--- src/hw/rtl/slpc_pkg.sv ---
// Shared codes and reset constants for the status LED pattern controller.
// No dependencies; imported by status_led_pattern_controller_top.
`default_nettype none

package slpc_pkg;

  // Event codes carried in the op field
  typedef logic [2:0] op_t;
  localparam op_t OpTick        = 3'd0;
  localparam op_t OpSetPattern  = 3'd1;
  localparam op_t OpPress       = 3'd2;
  localparam op_t OpRelease     = 3'd3;
  localparam op_t OpStateChange = 3'd4;

  // Pattern codes
  typedef logic [1:0] pattern_t;
  localparam pattern_t PatOff   = 2'd0;
  localparam pattern_t PatSolid = 2'd1;
  localparam pattern_t PatPulse = 2'd2;
  localparam pattern_t PatBlink = 2'd3;

  // Configuration register indexes
  typedef logic [2:0] cfg_idx_t;
  localparam cfg_idx_t CfgPulsePeriod = 3'd0;
  localparam cfg_idx_t CfgBlinkPeriod = 3'd1;
  localparam cfg_idx_t CfgPulseLow    = 3'd2;
  localparam cfg_idx_t CfgPulseHigh   = 3'd3;
  localparam cfg_idx_t CfgPulseStep   = 3'd4;

  // Duty levels and reset values
  localparam logic [7:0]  DutyFull          = 8'd255;
  localparam logic [7:0]  DutyZero          = 8'd0;
  localparam logic [15:0] PulsePeriodReset  = 16'd20;
  localparam logic [15:0] BlinkPeriodReset  = 16'd500;
  localparam logic [7:0]  PulseLowReset     = 8'd50;
  localparam logic [7:0]  PulseHighReset    = 8'd255;
  localparam logic [7:0]  PulseStepReset    = 8'd5;

endpackage

`default_nettype wire

--- src/hw/rtl/status_led_pattern_controller_top.sv ---
// Status LED pattern controller: event decode, pattern state and duty result.
// Depends on slpc_pkg for event, pattern and register codes.
//
// Usage:
//   The slave stream takes one event per transaction (tick, pattern request,
//   button press, button release, state-change notice). Every event yields
//   exactly one result on the master stream: the LED duty, the current
//   pattern and the override flag after the event.
//   The configuration channel writes the ramp and period registers; it is
//   always ready and should only be used while no event is in flight.
// Pipeline and throughput:
//   An accepted event is captured in the input register, is processed by the
//   update logic and lands in the result register once that is free or read.
//   One event is taken every cycle while m_axis_tready is not holding the
//   result; the rate is set by the single state update between the two registers.
// Reset:
//   rst_ni clears both stream stages, the pattern state (off, no override,
//   ramp at 50 rising, blink phase off, duty 0) and restores register resets.
// Stall:
//   When m_axis_tready is low with a result pending, the result holds, the input register holds,
//   and s_axis_tready drops once the input register is full.
`default_nettype none

module status_led_pattern_controller_top
  import slpc_pkg::*;
(
  input  wire logic        clk_i,
  input  wire logic        rst_ni,
  // Configuration write channel
  input  wire logic        cfg_valid_i,
  output logic             cfg_ready_o,
  input  wire logic [2:0]  cfg_index_i,
  input  wire logic [15:0] cfg_data_i,
  // Event stream
  input  wire logic        s_axis_tvalid,
  output logic             s_axis_tready,
  input  wire logic [7:0]  s_axis_tdata,   // [2:0] op, [4:3] pattern, [7:5] zero
  // Result stream
  output logic             m_axis_tvalid,
  input  wire logic        m_axis_tready,
  output logic [15:0]      m_axis_tdata    // [7:0] duty, [9:8] active_pattern,
                                           // [10] override_on, [15:11] zero
);

  // Configuration registers
  logic [15:0] pulse_period_q, blink_period_q;
  logic [7:0]  pulse_low_q, pulse_high_q, pulse_step_q;

  assign cfg_ready_o = 1'b1;

  always_ff @(posedge clk_i or negedge rst_ni) begin
    if (!rst_ni) begin
      pulse_period_q <= PulsePeriodReset;
      blink_period_q <= BlinkPeriodReset;
      pulse_low_q    <= PulseLowReset;
      pulse_high_q   <= PulseHighReset;
      pulse_step_q   <= PulseStepReset;
    end else if (cfg_valid_i) begin
      case (cfg_idx_t'(cfg_index_i))
        CfgPulsePeriod: pulse_period_q <= cfg_data_i;
        CfgBlinkPeriod: blink_period_q <= cfg_data_i;
        CfgPulseLow:    pulse_low_q    <= cfg_data_i[7:0];
        CfgPulseHigh:   pulse_high_q   <= cfg_data_i[7:0];
        CfgPulseStep:   pulse_step_q   <= cfg_data_i[7:0];
        default: ;
      endcase
    end
  end

  // Input register
  logic     in_valid_q;
  op_t      in_op_q;
  pattern_t in_pat_q;
  logic     out_valid_q;
  logic     advance;

  assign advance       = in_valid_q && (!out_valid_q || m_axis_tready);
  assign s_axis_tready = !in_valid_q || advance;

  always_ff @(posedge clk_i or negedge rst_ni) begin
    if (!rst_ni) begin
      in_valid_q <= 1'b0;
    end else if (s_axis_tready) begin
      in_valid_q <= s_axis_tvalid;
    end
  end

  always_ff @(posedge clk_i) begin
    if (s_axis_tready && s_axis_tvalid) begin
      in_op_q  <= op_t'(s_axis_tdata[2:0]);
      in_pat_q <= pattern_t'(s_axis_tdata[4:3]);
    end
  end

  // Pattern state
  pattern_t    cur_pat_q, cur_pat_d;
  pattern_t    held_pat_q, held_pat_d;
  logic        override_q, override_d;
  logic [7:0]  ramp_level_q, ramp_level_d;
  logic        ramp_rising_q, ramp_rising_d;
  logic        blink_phase_q, blink_phase_d;
  logic [15:0] tick_count_q, tick_count_d;
  logic [7:0]  duty_q, duty_d;

  // Tick period and ramp step arithmetic
  logic [15:0]       period;
  logic [16:0]       tick_next;
  logic              period_done;
  logic signed [9:0] ramp_next;
  logic              hit_high, hit_low;
  pattern_t          req_pat;
  logic              do_apply;

  always_comb begin
    period      = (cur_pat_q == PatPulse) ? pulse_period_q : blink_period_q;
    if (period == 16'd0) begin
      period = 16'd1;
    end
    tick_next   = {1'b0, tick_count_q} + 17'd1;
    period_done = !(tick_next < {1'b0, period});
    ramp_next   = ramp_rising_q ? $signed({2'b00, ramp_level_q}) + $signed({2'b00, pulse_step_q})
                                : $signed({2'b00, ramp_level_q}) - $signed({2'b00, pulse_step_q});
    hit_high    = ramp_next >= $signed({2'b00, pulse_high_q});
    hit_low     = ramp_next <= $signed({2'b00, pulse_low_q});
  end

  // Event decode and next state
  always_comb begin
    cur_pat_d     = cur_pat_q;
    held_pat_d    = held_pat_q;
    override_d    = override_q;
    ramp_level_d  = ramp_level_q;
    ramp_rising_d = ramp_rising_q;
    blink_phase_d = blink_phase_q;
    tick_count_d  = tick_count_q;
    duty_d        = duty_q;
    req_pat       = in_pat_q;
    do_apply      = 1'b0;

    unique case (in_op_q)
      OpTick: begin
        if (!override_q && (cur_pat_q == PatPulse || cur_pat_q == PatBlink)) begin
          if (!period_done) begin
            tick_count_d = tick_next[15:0];
          end else begin
            tick_count_d = 16'd0;
            if (cur_pat_q == PatPulse) begin
              if (hit_high) begin
                ramp_level_d  = pulse_high_q;
                ramp_rising_d = 1'b0;
              end else if (hit_low) begin
                ramp_level_d  = pulse_low_q;
                ramp_rising_d = 1'b1;
              end else begin
                ramp_level_d  = ramp_next[7:0];
              end
              duty_d = ramp_level_d;
            end else begin
              blink_phase_d = !blink_phase_q;
              duty_d        = blink_phase_d ? DutyFull : DutyZero;
            end
          end
        end
      end
      OpSetPattern: begin
        do_apply = (in_pat_q != cur_pat_q);
      end
      OpPress: begin
        if (!override_q) begin
          held_pat_d = cur_pat_q;
          override_d = 1'b1;
          duty_d     = DutyZero;
        end
      end
      OpRelease: begin
        if (override_q) begin
          override_d = 1'b0;
          cur_pat_d  = PatOff;
          if (held_pat_q == PatOff) begin
            duty_d = DutyZero;
          end else begin
            req_pat  = held_pat_q;
            do_apply = 1'b1;
          end
        end
      end
      OpStateChange: begin
        if (override_q) begin
          duty_d = DutyFull;
        end
      end
      default: ;
    endcase

    // Switch to a new pattern and restart its timing
    if (do_apply) begin
      cur_pat_d    = req_pat;
      tick_count_d = 16'd0;
      case (req_pat)
        PatSolid: duty_d = DutyFull;
        PatPulse: begin
          ramp_level_d  = pulse_low_q;
          ramp_rising_d = 1'b1;
        end
        PatBlink: blink_phase_d = 1'b0;
        default:  duty_d = DutyZero;
      endcase
    end
  end

  always_ff @(posedge clk_i or negedge rst_ni) begin
    if (!rst_ni) begin
      cur_pat_q     <= PatOff;
      held_pat_q    <= PatOff;
      override_q    <= 1'b0;
      ramp_level_q  <= PulseLowReset;
      ramp_rising_q <= 1'b1;
      blink_phase_q <= 1'b0;
      tick_count_q  <= 16'd0;
      duty_q        <= DutyZero;
    end else if (advance) begin
      cur_pat_q     <= cur_pat_d;
      held_pat_q    <= held_pat_d;
      override_q    <= override_d;
      ramp_level_q  <= ramp_level_d;
      ramp_rising_q <= ramp_rising_d;
      blink_phase_q <= blink_phase_d;
      tick_count_q  <= tick_count_d;
      duty_q        <= duty_d;
    end
  end

  // Result register
  logic [7:0] out_duty_q;
  pattern_t   out_pat_q;
  logic       out_ovr_q;

  always_ff @(posedge clk_i or negedge rst_ni) begin
    if (!rst_ni) begin
      out_valid_q <= 1'b0;
    end else if (advance) begin
      out_valid_q <= 1'b1;
    end else if (m_axis_tready) begin
      out_valid_q <= 1'b0;
    end
  end

  always_ff @(posedge clk_i) begin
    if (advance) begin
      out_duty_q <= duty_d;
      out_pat_q  <= cur_pat_d;
      out_ovr_q  <= override_d;
    end
  end

  assign m_axis_tvalid = out_valid_q;
  assign m_axis_tdata  = {5'd0, out_ovr_q, out_pat_q, out_duty_q};

  // Checks
  a_press_sets_override: assert property (@(posedge clk_i) disable iff (!rst_ni)
    (advance && in_op_q == OpPress) |=> override_q)
    else $error("press did not set override");

  a_override_freezes_ticks: assert property (@(posedge clk_i) disable iff (!rst_ni)
    (advance && in_op_q == OpTick && override_q) |=> ($stable(tick_count_q) && $stable(duty_q)))
    else $error("tick changed state during override");

  a_state_change_full: assert property (@(posedge clk_i) disable iff (!rst_ni)
    (advance && in_op_q == OpStateChange && override_q) |=> (duty_q == DutyFull))
    else $error("state change during override did not drive full duty");

  a_input_held_on_stall: assert property (@(posedge clk_i) disable iff (!rst_ni)
    (in_valid_q && !advance) |=> (in_valid_q && $stable(in_op_q) && $stable(in_pat_q)))
    else $error("input register lost an event while stalled");

  a_result_matches_state: assert property (@(posedge clk_i) disable iff (!rst_ni)
    advance |=> (out_valid_q && out_duty_q == duty_q && out_pat_q == cur_pat_q))
    else $error("result register out of step with state");

endmodule

`default_nettype wire
--- config.mk ---
export PLATFORM = sky130hd
export DESIGN_NAME = status_led_pattern_controller_top
export DESIGN_NICKNAME = d
export VERILOG_FILES = /design/src/hw/rtl/slpc_pkg.sv /design/src/hw/rtl/status_led_pattern_controller_top.sv
export SDC_FILE = /design/constraint.sdc
export NUM_CORES = 1
export LEC_CHECK = 0
export BUFFER_PORTS_ARGS = -buffer_cell sky130_fd_sc_hd__buf_4
export CORE_UTILIZATION = 55
export CTS_CLUSTER_SIZE = 24
export DETAILED_ROUTE_END_ITERATION = 7
export PLACE_DENSITY_LB_ADDON = 0.12
export SLEW_MARGIN = 15
export SYNTH_ARGS = -nofsm -noshare
export SYNTH_HDL_FRONTEND = slang
export SYNTH_SLANG_ARGS = --single-unit
export TNS_END_PERCENT = 50
--- constraint.sdc ---
create_clock -name clk_i -period 4.2 [get_ports clk_i]
set_clock_uncertainty 0.2 [all_clocks]
set_input_delay 0.63 -clock clk_i [delete_from_list [all_inputs] [get_ports clk_i]]
set_output_delay 0.63 -clock clk_i [all_outputs]
set_load 0.02 [all_outputs]
Yosys cells after proc, flatten, opt, wreduce, memory -nomap -nowiden

Cells that the tools add are included.

Input port bits: 32
Logic and storage cells: 118
Flip-flop bits (word level): 113
Output and inout port bits: 19

Muxes and demuxes: 52
Equal/unequal tests: 14
Magnitude comparators: 3
Bitwise logic cells: 1
Add/subtract/negate cells: 3
Reductions and logical operators: 25

Operators with widths:

| operator                | count |
|---|---|
| $mux W8                 | 17 |
| $mux W16                | 6 |
| $pmux W8 S4             | 1 |
| $mux W1                 | 18 |
| $add A16 B1 Y17 const B | 1 |
| $lt A17 B16 Y1          | 1 |
| $logic_not A16 Y1       | 1 |
| $pmux W8 S2             | 1 |
| $eq A3 B2 Y1 const B    | 4 |
| $mux W2                 | 6 |
| $ge A10 B9 Y1           | 1 |
| $le A10 B9 Y1           | 1 |
| $mux W10                | 1 |
| $reduce_and A2 Y1       | 5 |
| $add A8 B8 Y9           | 1 |
| $sub A8 B8 Y9           | 1 |
| $eq A2 B2 Y1 const B    | 4 |
| $eq A3 B1 Y1 const B    | 2 |
| $eq A3 B3 Y1 const B    | 2 |
| $logic_not A3 Y1        | 2 |
| $reduce_and A3 Y1       | 2 |
| $reduce_bool A2 Y1      | 3 |
| $logic_not A1 Y1        | 4 |
| $pmux W1 S2             | 2 |
| 7 further kinds         | 11 |

Depth between registers and ports, before layout

Gate-level depths: netlist (run 1).

Word-level depth: 11
Gate-level depth with buffers: 18
Gate-level depth less buffers: 17

Worst setup path before layout (run 1)

No wires, ideal clock.

Path kind: reg2reg
From: register pulse_step_q[0]
To: register out_duty_q[2], data pin
Required time: 3.727 ns
Buffers on the path: 0
Slack: -0.298 ns
Data arrival time: 4.025 ns
Period minus slack after synthesis: 4.498 ns
Cell stages (with the launch flop): 17
Setup time: 0.273 ns
Cell sequence: dfstp_2 > ha_1 > inv_1 > fa_1 > a21o_1 > a221oi_1 > mux2_2 > nor3b_1 > ha_1 > nand4_1 > o22ai_1 > a31o_2 > a21oi_4 > mux2_4 > a211o_1 > a22oi_1 > nor2_1

Cells in the longest elaborated chain, start to end: 11
Elaborated cells on any way between the ends: 13
Classes of those cells: 2 x add/sub; 2 x order compare; 9 x mux

RTL lines:

| item                                                  | RTL line                                                                           | text |
|---|---|---|
| start, declared                                       | status_led_pattern_controller_top.sv:47                                            | `logic [7:0] pulse_low_q, pulse_high_q, pulse_step_q;` |
| start signal, assigned                                | status_led_pattern_controller_top.sv:57                                            | `pulse_step_q <= PulseStepReset;` |
| start signal, assigned                                | status_led_pattern_controller_top.sv:64                                            | `CfgPulseStep: pulse_step_q <= cfg_data_i[7:0];` |
| $sub A8 B8 Y9 / $add A8 B8 Y9 (equally long branches) | status_led_pattern_controller_top.sv:122, status_led_pattern_controller_top.sv:121 |  |
| $mux W10 (*)                                          | status_led_pattern_controller_top.sv:121                                           | `ramp_next = ramp_rising_q ? $signed({2'b00, ramp_level_q}) + $signed({2'b00, pulse_step_q})` |
| $le A10 B9 Y1                                         | status_led_pattern_controller_top.sv:124                                           | `hit_low = ramp_next <= $signed({2'b00, pulse_low_q});` |
| $mux W8                                               | status_led_pattern_controller_top.sv:151                                           | `end else if (hit_low) begin` |
| $mux W8 (*)                                           | status_led_pattern_controller_top.sv:148                                           | `if (hit_high) begin` |
| $mux W8 (*)                                           | status_led_pattern_controller_top.sv:147                                           | `if (cur_pat_q == PatPulse) begin` |
| $mux W8 (*)                                           | status_led_pattern_controller_top.sv:143                                           | `if (!period_done) begin` |
| $mux W8 (*)                                           | status_led_pattern_controller_top.sv:142                                           | `if (!override_q && (cur_pat_q == PatPulse \|\| cur_pat_q == PatBlink)) begin` |
| $pmux W8 S4 (*)                                       | status_led_pattern_controller_top.sv:140                                           | `unique case (in_op_q)` |
| $pmux W8 S2                                           | status_led_pattern_controller_top.sv:199                                           | `case (req_pat)` |
| $mux W8 (*)                                           | status_led_pattern_controller_top.sv:196                                           | `if (do_apply) begin` |
| via duty_d[2]                                         | status_led_pattern_controller_top.sv:103                                           | `logic [7:0] duty_q, duty_d;` |
| end signal, assigned                                  | status_led_pattern_controller_top.sv:250                                           | `out_duty_q <= duty_d;` |
| end, declared                                         | status_led_pattern_controller_top.sv:234                                           | `logic [7:0] out_duty_q;` |

The timed path passes the listed nets; every way through them passes the cells marked *.
A chain may end at the register's enable or synchronous reset.

Final worst setup path (run 1)

Same ends and word-level chain as after synthesis.

==> results of run 1 <==
==> flip-flops by register name, summed over array words and instances (netlist names), 2 cells and up <==
| signal | flops |
|---|---|
| ramp_level_q | 8 |
| held_pat_q | 2 |
| pulse_low_q | 8 |
| pulse_period_q | 16 |
| in_op_q | 3 |
| out_pat_q | 2 |
| blink_period_q | 16 |
| cur_pat_q | 2 |
| pulse_high_q | 8 |
| duty_q | 8 |
| out_duty_q | 8 |
| pulse_step_q | 8 |
| tick_count_q | 16 |
| in_pat_q | 2 |
==> final cells by class <==
class / instances / area (um^2) / share of cell area (%)
Multi-Input combinational cell: 512 / 4090 / 46.9
Timing Repair Buffer: 102 / 806 / 9.23
Clock buffer: 26 / 489 / 5.60
Sequential cell: 113 / 2940 / 33.7
Inverter: 35 / 131 / 1.50
Clock inverter: 6 / 57.6 / 0.659
Tap cell: 172 / 215 / 2.46
==> power by group through the flow <==
stage,clock network (mW),registers (mW),logic (mW)
after floorplan,0,1.58,1.84
after global routing,1.41,1.64,3.78
after global placement,0,1.60,2.71
after CTS,1.36,1.60,3.21
final,1.34,1.61,3.50
after detailed placement,0,1.61,2.78
==> cells by family (layout without fill, tap and decap cells) <==
| group | count (synthesis) | in the layout |
|---|---|---|
| AOI/OAI and AO/OA | 165 | 165 |
| xor gates and xnor gates | 21 | 21 |
| adders and majority gates | 51 | 51 |
| buffers and inverters | 63 | 169 |
| DFF | 113 | 113 |
| muxes | 70 | 70 |
| other | 2 | 6 |
| and+or+nand+nor | 199 | 199 |
==> final timing paths <==
kind / start / endpoint / slack [ns] / cells past startpoint
worst min-delay path: rst_ni / pulse_step_q[3] / 0.08 / 1
worst max-delay path: pulse_step_q[0] / out_duty_q[2] / -0.42 / 17
worst max register to register: pulse_step_q[0] / out_duty_q[2] / -0.42 / 17
min in group clk_i: s_axis_tdata[4] / in_pat_q[1] / 0.19 / 1
worst min register to register: duty_q[4] / duty_q[4] / 0.30 / 2
max in group asynchronous: rst_ni / ramp_level_q[5] / 2.85 / 2
==> layout by cell type (no fill, tap or decap), types with 7 or more instances in the layout <==
cell / n
buf_4: 97
dfrtp_1: 71
nand2_1: 57
mux2_2: 45
ha_1: 45
nor2_1: 44
o21ai_0: 36
inv_1: 33
a21oi_1: 28
dfstp_2: 25
mux2i_1: 18
clkbuf_16: 17
edfxtp_1: 16
xnor2_1: 14
nand3_1: 13
nand2b_1: 12
nand4_1: 10
nor4_1: 9
a32o_1: 9
a21o_1: 8
o21ai_1: 8
nor3_1: 7
==> cell usage after synthesis (all sizes together), types with 10 or more instances <==
cell | n | area share, %
nand4 | 10 | 0.88
dfrtp | 72 | 25
edfxtp | 16 | 6.8
nand2 | 58 | 3.1
xnor2 | 15 | 1.8
nand3 | 13 | 0.91
buf | 14 | 1.4
a21oi | 30 | 2.3
mux2 | 48 | 7.7
nor3 | 10 | 1.0
nor4 | 10 | 1.1
mux2i | 22 | 3.1
clkbuf | 14 | 0.74
ha | 49 | 8.6
o21ai | 46 | 3.3
nor2 | 46 | 2.4
nand2b | 12 | 1.1
inv | 34 | 1.8
dfstp | 25 | 9.2
==> metal layers <==
metal	up-vias	track usage [%]	share of wire, %
li1	2707	-	-
met1	2802	37.5	44
met2	165	46.3	49
met3	43	4.08	4.5
met4	0	11.3	2.7
met5	-	0	0
==> metrics by stage <==
| stage | power (mW) | area [um^2] | TNS, ns | utilization [%] |
|---|---|---|---|---|
| final | 6.46 | 8730 | -4.91 | 69.2 |
| after global routing | 6.83 | 8730 | -7.01 | 69.2 |
| after CTS | 6.17 | 8640 | -2.59 | 68.5 |
| after detailed placement | 4.40 | 7950 | -2.79 | 63.0 |
| after global placement | 4.31 | 7950 | -2.40 | 63.0 |
| after floorplan | 3.42 | 7160 | -0.0772 | - |
==> timing repair <==
| action | in CTS | in global routing |
|---|---|---|
| setup buffers | 7 | 3 |
| pin swaps | 25 | 15 |
| setup endpoints to repair | 17 | 30 |
| gates resized for setup | 18 | 14 |
| hold buffers | 0 | 0 |
==> reports/metrics.cfg, run 1 <==
[status]
status=finished, violations left
violations=negative setup slack

[grt]
grt_pass1_vias=5662
globalRouteTotalUtil_pct=28.1
grt_max_degree=60
antenna_found_initial=0
grt_overflow_total=0
grt_pass1_wl_um=28500

[power]
pwr-share-clk_pct=20.8
irDropWorstVdd_v=0.000520
p_seq_share_pct=25.0
leakagePower_nw=3.83
p_switching_mw=2.38
comb_power_share_pct=54.2
switching_share_pct=36.9
power_density_mw_per_mm2=739
p_int_mw=4.07

[sta]
fin_crit_sh_pct=110
tightest_slew_ns=1.16
slew_headroom_pct=22.0
setup_viol=20
setup_ws_ns=-0.418
rsz0062_at_grt=true
worst_hold_slack_ns=0.0827
drv_slew=0
finalHoldViolCount=0
max_freq_ghz=0.217
fin_crit_ns=4.62

[die]
die-area_mm2=0.0134
design.core.area_mm2=0.0126
io_pins=51
die_w_um=116
die_y_um=116
rows=41
initial_core_util_pct=56.4

[logic_synthesis]
synth.area.mux_share_pct=10.9
synth_cell_types=90
synth_seq_cells=113
yosys.area_share.adder_pct=9.18
ys_async_sr_fraction_pct=85.8
yosysSeqAreaShare_pct=41.3
synth_top_family_by_area=compound AO/OA/AOI/OAI gates
synth_xor_area_share_pct=2.59
yosys_warnings=0
syn_avg_cell_area_um2=10.4
synth-simple-area-share_pct=14.6
synthCells=684
synth_compound_gate_area_share_pct=17.4
syn_area_mm2=0.00711
synth_ff_type=dfrtp_1
synth_edf_count=16

[worst_setup_path]
critPathKind=reg -> reg
cp_max_fo=6
slowest_delay_ns=0.56
crit_family=compound AO/OA/AOI/OAI gates
cp_slowest_cell=dfstp_2
worst-path-buf-inv=2
worstPathCellList=ha_4 -> inv_2 -> fa_2 -> a21o_1 -> a221oi_2 -> mux2_4 -> nor3b_4 -> ha_4 -> nand4_1 -> o22ai_2 -> a31o_2 -> a21oi_4 -> buf_12 -> mux2_4 -> a211o_1 -> a22oi_2 -> nor2_1
endpoint_kind=register
critPathLaunchType=register
cp.required_ns=4.13
worstPathArrival_ns=4.55

[clocking]
worstSkewPairLatency_ns=0.42
cts_max_level=4
numCtsBuffers=17
path_clk_slew_ns=0.06
tritoncts=yes
clock_sinks=113
clk_path_buf_depth=2
root_buffer=clkbuf_16

[route]
wl_per_cell_um=18.1
drtIter0Drc=441
vias=5717
drt.antenna.violating_nets=0
drt_wl_total_um=17500
viasPerCell=5.92
drcViolationCount=0
dr.pass1.iters=5

[placed_design]
dp_hpwl_um=12500
placedCellCount=925
io_buffers=41
gp_congestion=0.876
post-place-ws_ns=-0.299

[final_layout]
n_antenna_cell=0
drive_gt1_share_pct=33.1
stdcell_count=966
fin_nets=864
syn_to_final_growth_pct=22.8
nFillCells=977

[job]
max_cap_viol_count=0

[hold_path]
hp-class=in -> async

Note: power is estimated with default switching activity, not from simulation.
==> inputs of run 2 (changes only) <==
--- a/config.mk
+++ b/config.mk
@@ -6,6 +6,8 @@
 export NUM_CORES = 1
 export LEC_CHECK = 0
 export BUFFER_PORTS_ARGS = -buffer_cell sky130_fd_sc_hd__buf_4
+export CAP_MARGIN = 40
+export CORE_MARGIN = 4
 export CORE_UTILIZATION = 55
 export CTS_CLUSTER_SIZE = 24
 export DETAILED_ROUTE_END_ITERATION = 7
==> run 2 against run 1 <==
Largest power group unchanged. Combinational power is 3% higher. Via count is 0.96% higher. The run still ends with negative setup slack left. Routed wire length rose by 3.3%.
==> reports/metrics.cfg, run 2 (synthesis gave the netlist of run 1 again) <==
[die]
io_pins=51
initial_core_util_pct=56.4
design.core.area_mm2=0.0126
die_y_um=122
die_w_um=122
rows=41
die-area_mm2=0.0148

[status]
status=finished, violations left
violations=negative setup slack

[clocking]
cts_max_level=4
clk_path_buf_depth=2
tritoncts=yes
clock_sinks=113
worstSkewPairLatency_ns=0.42
path_clk_slew_ns=0.05
root_buffer=clkbuf_16
numCtsBuffers=17

[sta]
setup_ws_ns=-0.295
tns_ns=-2.97
slew_headroom_pct=47.1
max_freq_ghz=0.222
fin_crit_ns=4.49
finalHoldViolCount=0
rsz0062_at_grt=true
setup_viol=17
tightest_slew_ns=0.789
worst_hold_slack_ns=0.184
drv_slew=0
fin_crit_sh_pct=107

[final_layout]
n_antenna_cell=0
stdcell_count=977
design_area_mm2=0.00897
layout_common_cells=104 x buf_4, 71 x dfrtp_1, 56 x nand2_1
drive_gt1_share_pct=35.8
syn_to_final_growth_pct=26.2
nFillCells=967
multi_input_area_mm2=0.00419
seqCellArea_mm2=0.00294
mostFrequentLayoutCell=buf_4
top_regs=blink_period_q (16), pulse_period_q (16), tick_count_q (16)
post-route-util_pct=71.1
fin_nets=875

[job]
max_cap_viol_count=0

[power]
power_density_mw_per_mm2=745
leakagePower_nw=3.92
finalPower_mw=6.68
irDropWorstVdd_v=0.000446

[route]
dr.pass1.iters=5
vias=5772
wl_per_cell_um=18.5
drcViolationCount=0
drt.antenna.violating_nets=0
drt_wl_total_um=18100
viasPerCell=5.91
drtIter0Drc=313

[worst_setup_path]
endpoint_kind=register
critPathKind=reg -> reg
worstPathArrival_ns=4.43
reg2reg_depth=17
cp_max_fo=4
cp.required_ns=4.14
critPathLaunchType=register

[placed_design]
placedCellCount=928
post-place-ws_ns=-0.397
gp_congestion=0.928
dp_hpwl_um=13100
place_area_mm2=0.00799
io_buffers=41

[grt]
grt_pass1_wl_um=29500
grt_overflow_total=0
grt_max_degree=48
grt_pass1_vias=5907
globalRouteTotalUtil_pct=25.7
antenna_found_initial=0

[hold_path]
hold_depth=1
hp-class=in -> reg

[run 2: final timing paths]
kind	startpoint	slack, ns	endpoint
setup / recovery	pulse_step_q[0]	-0.29	out_duty_q[2]
hold / removal	s_axis_tdata[2]	0.18	in_op_q[2]
setup reg to reg	pulse_step_q[0]	-0.29	out_duty_q[2]
hold reg to reg	duty_q[4]	0.29	duty_q[4]
max in group asynchronous	rst_ni	2.32	pulse_period_q[4]
min in group asynchronous	rst_ni	0.47	m_axis_tvalid
[run 2: cell type report]
type	count	area share [%]
multi-input combinational	512	46.7
sequential	113	32.8
timing repair buffer	113	10.0
clock buffer	27	5.61
tap	172	2.40
inverter	35	1.46
clock inverter	5	1.12
[run 2: metal layers]
metal / track usage, % / wire length [um]
met3: 5.15 / 653
met4: 10.9 / 581
met2: 43.0 / 9090
met5: 0 / 0
met1: 32.6 / 7730
[run 2: report_power, final]
group	switching (mW)	total [mW]	internal, mW	leakage, nW
Sequential	0.207	1.61	1.41	1.33
Clock	0.485	1.48	0.993	0.296
Combinational	1.74	3.59	1.85	2.29
Total	2.43	6.68	4.25	3.92
[run 2: critical path, stage by stage, from the launching register on]
cell and delay, ns:
dfstp_2 0.56, ha_4 0.13, inv_2 0.03, fa_2 0.34, a21o_1 0.21, a221oi_2 0.27
mux2_4 0.34, nor3b_4 0.28, ha_4 0.25, nand4_1 0.11, o22ai_2 0.09, a31o_4 0.23
a21oi_4 0.17, buf_6 0.14, mux2_4 0.32, a211o_1 0.28, a22oi_2 0.19, nor2_1 0.06
[run 2: what timing repair did]
action / 4_1_cts / 5_1_grt
setup buffers: 12 / 8
gates resized for setup: 15 / 36
hold buffers: 1 / 0
pin swaps: 18 / 15
hold endpoints to repair: 21 / 0
setup endpoints to repair: 21 / 26
==> inputs of run 3 (changes only) <==
--- a/config.mk
+++ b/config.mk
@@ -8,7 +8,7 @@
 export BUFFER_PORTS_ARGS = -buffer_cell sky130_fd_sc_hd__buf_4
 export CAP_MARGIN = 40
 export CORE_MARGIN = 4
-export CORE_UTILIZATION = 55
+export CORE_UTILIZATION = 40
 export CTS_CLUSTER_SIZE = 24
 export DETAILED_ROUTE_END_ITERATION = 7
 export PLACE_DENSITY_LB_ADDON = 0.12
@@ -16,4 +16,4 @@
 export SYNTH_ARGS = -nofsm -noshare
 export SYNTH_HDL_FRONTEND = slang
 export SYNTH_SLANG_ARGS = --single-unit
-export TNS_END_PERCENT = 50
+export TNS_END_PERCENT = 10
==> run 3 against run 2 <==
The flow still finishes with violations (negative setup slack). Worst hold slack lost 0.16 ns. Global-route usage fell by 6.7 points. First-iteration DRC count is 3.2% lower. Via count is 2.4% lower. Utilization fell by 20 points. Sequential share of layout area rose by 0.55 points. Die area increased by 35%. Critical path depth shrank 1. Sequential power barely moved. Routed wire length increased by 0.37%. Critical endpoint unchanged. Largest cell class unchanged. Largest power group unchanged.
==> reports/metrics.cfg, run 3 (synthesis gave the netlist of run 1 again) <==
[final_layout]
mostFrequentLayoutCell=buf_4
top_regs=blink_period_q (16), pulse_period_q (16), tick_count_q (16)
layout_common_cells=106 x buf_4, 72 x dfrtp_1, 57 x nand2_1
syn_to_final_growth_pct=24.0
stdcell_count=1029
post-route-util_pct=50.8
drive_gt1_share_pct=33.8
fin_nets=874
n_antenna_cell=0
nFillCells=1591

[die]
design.core.area_mm2=0.0174
die_y_um=141
io_pins=51
rows=48
die_w_um=141
initial_core_util_pct=41.0
die-area_mm2=0.0200

[placed_design]
dp_hpwl_um=13600
placedCellCount=994
gp_congestion=0.880
io_buffers=41

[power]
p_switching_mw=2.27
p_int_mw=3.68
leakagePower_nw=3.87
irDropWorstVdd_v=0.000368
power_density_mw_per_mm2=674
p_seq_share_pct=26.8
comb_power_share_pct=51.2
finalPower_mw=5.94
pwr-share-clk_pct=22.0
switching_share_pct=38.2

[worst_setup_path]
cp.required_ns=4.14
critPathLaunchType=register
crit_start=pulse_step_q[0]
r2r-start=pulse_step_q[0]
timing.rr.end=out_duty_q[2]
cp_max_fo=6
crit_end=out_duty_q[2]
endpoint_kind=register
r2r_slack_ns=-0.28
critPathKind=reg -> reg
worstPathArrival_ns=4.41
reg2reg_depth=16

[clocking]
path_clk_slew_ns=0.06
root_buffer=clkbuf_16
numCtsBuffers=17
worstSkewPairLatency_ns=0.42
clock_sinks=113
tritoncts=yes
clk_path_buf_depth=2
cts_max_level=4

[sta]
worst_hold_slack_ns=0.0244
slew_headroom_pct=51.2
setup_ws_ns=-0.278
fin_crit_ns=4.48
setup_viol=16
rsz0062_at_grt=true
finalHoldViolCount=0
fin_crit_sh_pct=107
max_freq_ghz=0.223
drv_slew=0
tns_ns=-2.76
tightest_slew_ns=0.730

[grt]
antenna_found_initial=0
grt_max_degree=47
grt_pass1_wl_um=30100
globalRouteTotalUtil_pct=19.0
grt_pass1_vias=5867
grt_overflow_total=0

[route]
drcViolationCount=0
drt_wl_total_um=18100
dr.pass1.iters=5
drtIter0Drc=303
wl_per_cell_um=17.6
viasPerCell=5.47
vias=5632
drt.antenna.violating_nets=0

[hold_path]
hp-class=in -> async

[status]
violations=negative setup slack
status=finished, violations left

[job]
max_cap_viol_count=0

run 3: metrics by stage:
step	area [um^2]	worst slack [ns]
global placement	8140	-0.241
finish	8820	-0.278
floorplan	7160	-0.0396
global route	8820	-0.401
CTS	8720	-0.263
detailed placement	8160	-0.257
run 3: worst max-delay path: stages, from the launching register on:
cell and delay, ns:
dfstp_2 0.56, ha_4 0.13, inv_2 0.03, fa_2 0.34
a21o_1 0.23, a221oi_2 0.29, mux2_4 0.35, nor3b_4 0.19
ha_1 0.26, nand4_1 0.09, o22ai_1 0.07, a31o_2 0.24
a21oi_4 0.29, mux2_4 0.35, a211o_1 0.30, a22oi_2 0.19
nor2_1 0.06
run 3: power groups by stage:
stage / Sequential [mW] / Combinational [mW] / Clock (mW)
2_1_floorplan: 1.58 / 1.84 / 0
3_3_place_gp: 1.59 / 2.83 / 0
3_5_place_dp: 1.61 / 2.88 / 0
4_1_cts: 1.59 / 2.96 / 1.34
5_1_grt: 1.63 / 3.33 / 1.39
6_report: 1.59 / 3.04 / 1.31
run 3: how the worst min path moves through the flow:
stage | depth (start not counted) | startpoint | to
2_1_floorplan | 0 | rst_ni | blink_period_q[0]
3_3_place_gp | 2 | duty_q[6] | duty_q[6]
3_5_place_dp | 2 | duty_q[7] | duty_q[7]
4_1_cts | 1 | rst_ni | tick_count_q[12]
5_1_grt | 1 | rst_ni | tick_count_q[12]
6_report | 1 | rst_ni | tick_count_q[12]
run 3: repair_timing:
| item | 4_1_cts | 5_1_grt |
|---|---|---|
| pin swaps | 3 | 7 |
| setup buffers | 0 | 3 |
| hold buffers | 0 | 0 |
| setup endpoints to repair | 18 | 24 |
| resized for setup | 5 | 18 |
run 3: cell type report:
cell class / instances / area [um^2] / area share (%)
multi-input combinational: 512 / 4060 / 46.0
tap: 225 / 282 / 3.19
clock inverter: 12 / 85.1 / 0.964
sequential: 113 / 2940 / 33.3
clock buffer: 20 / 447 / 5.06
timing repair buffer: 112 / 881 / 9.98
inverter: 35 / 131 / 1.49
run 3: routing by layer:
layer	track usage, %	up-vias	share of wire (%)
li1	-	2734	-
met1	24.0	2750	45
met2	32.3	123	49
met3	3.81	25	4.2
met4	6.53	0	1.8
met5	0	-	0
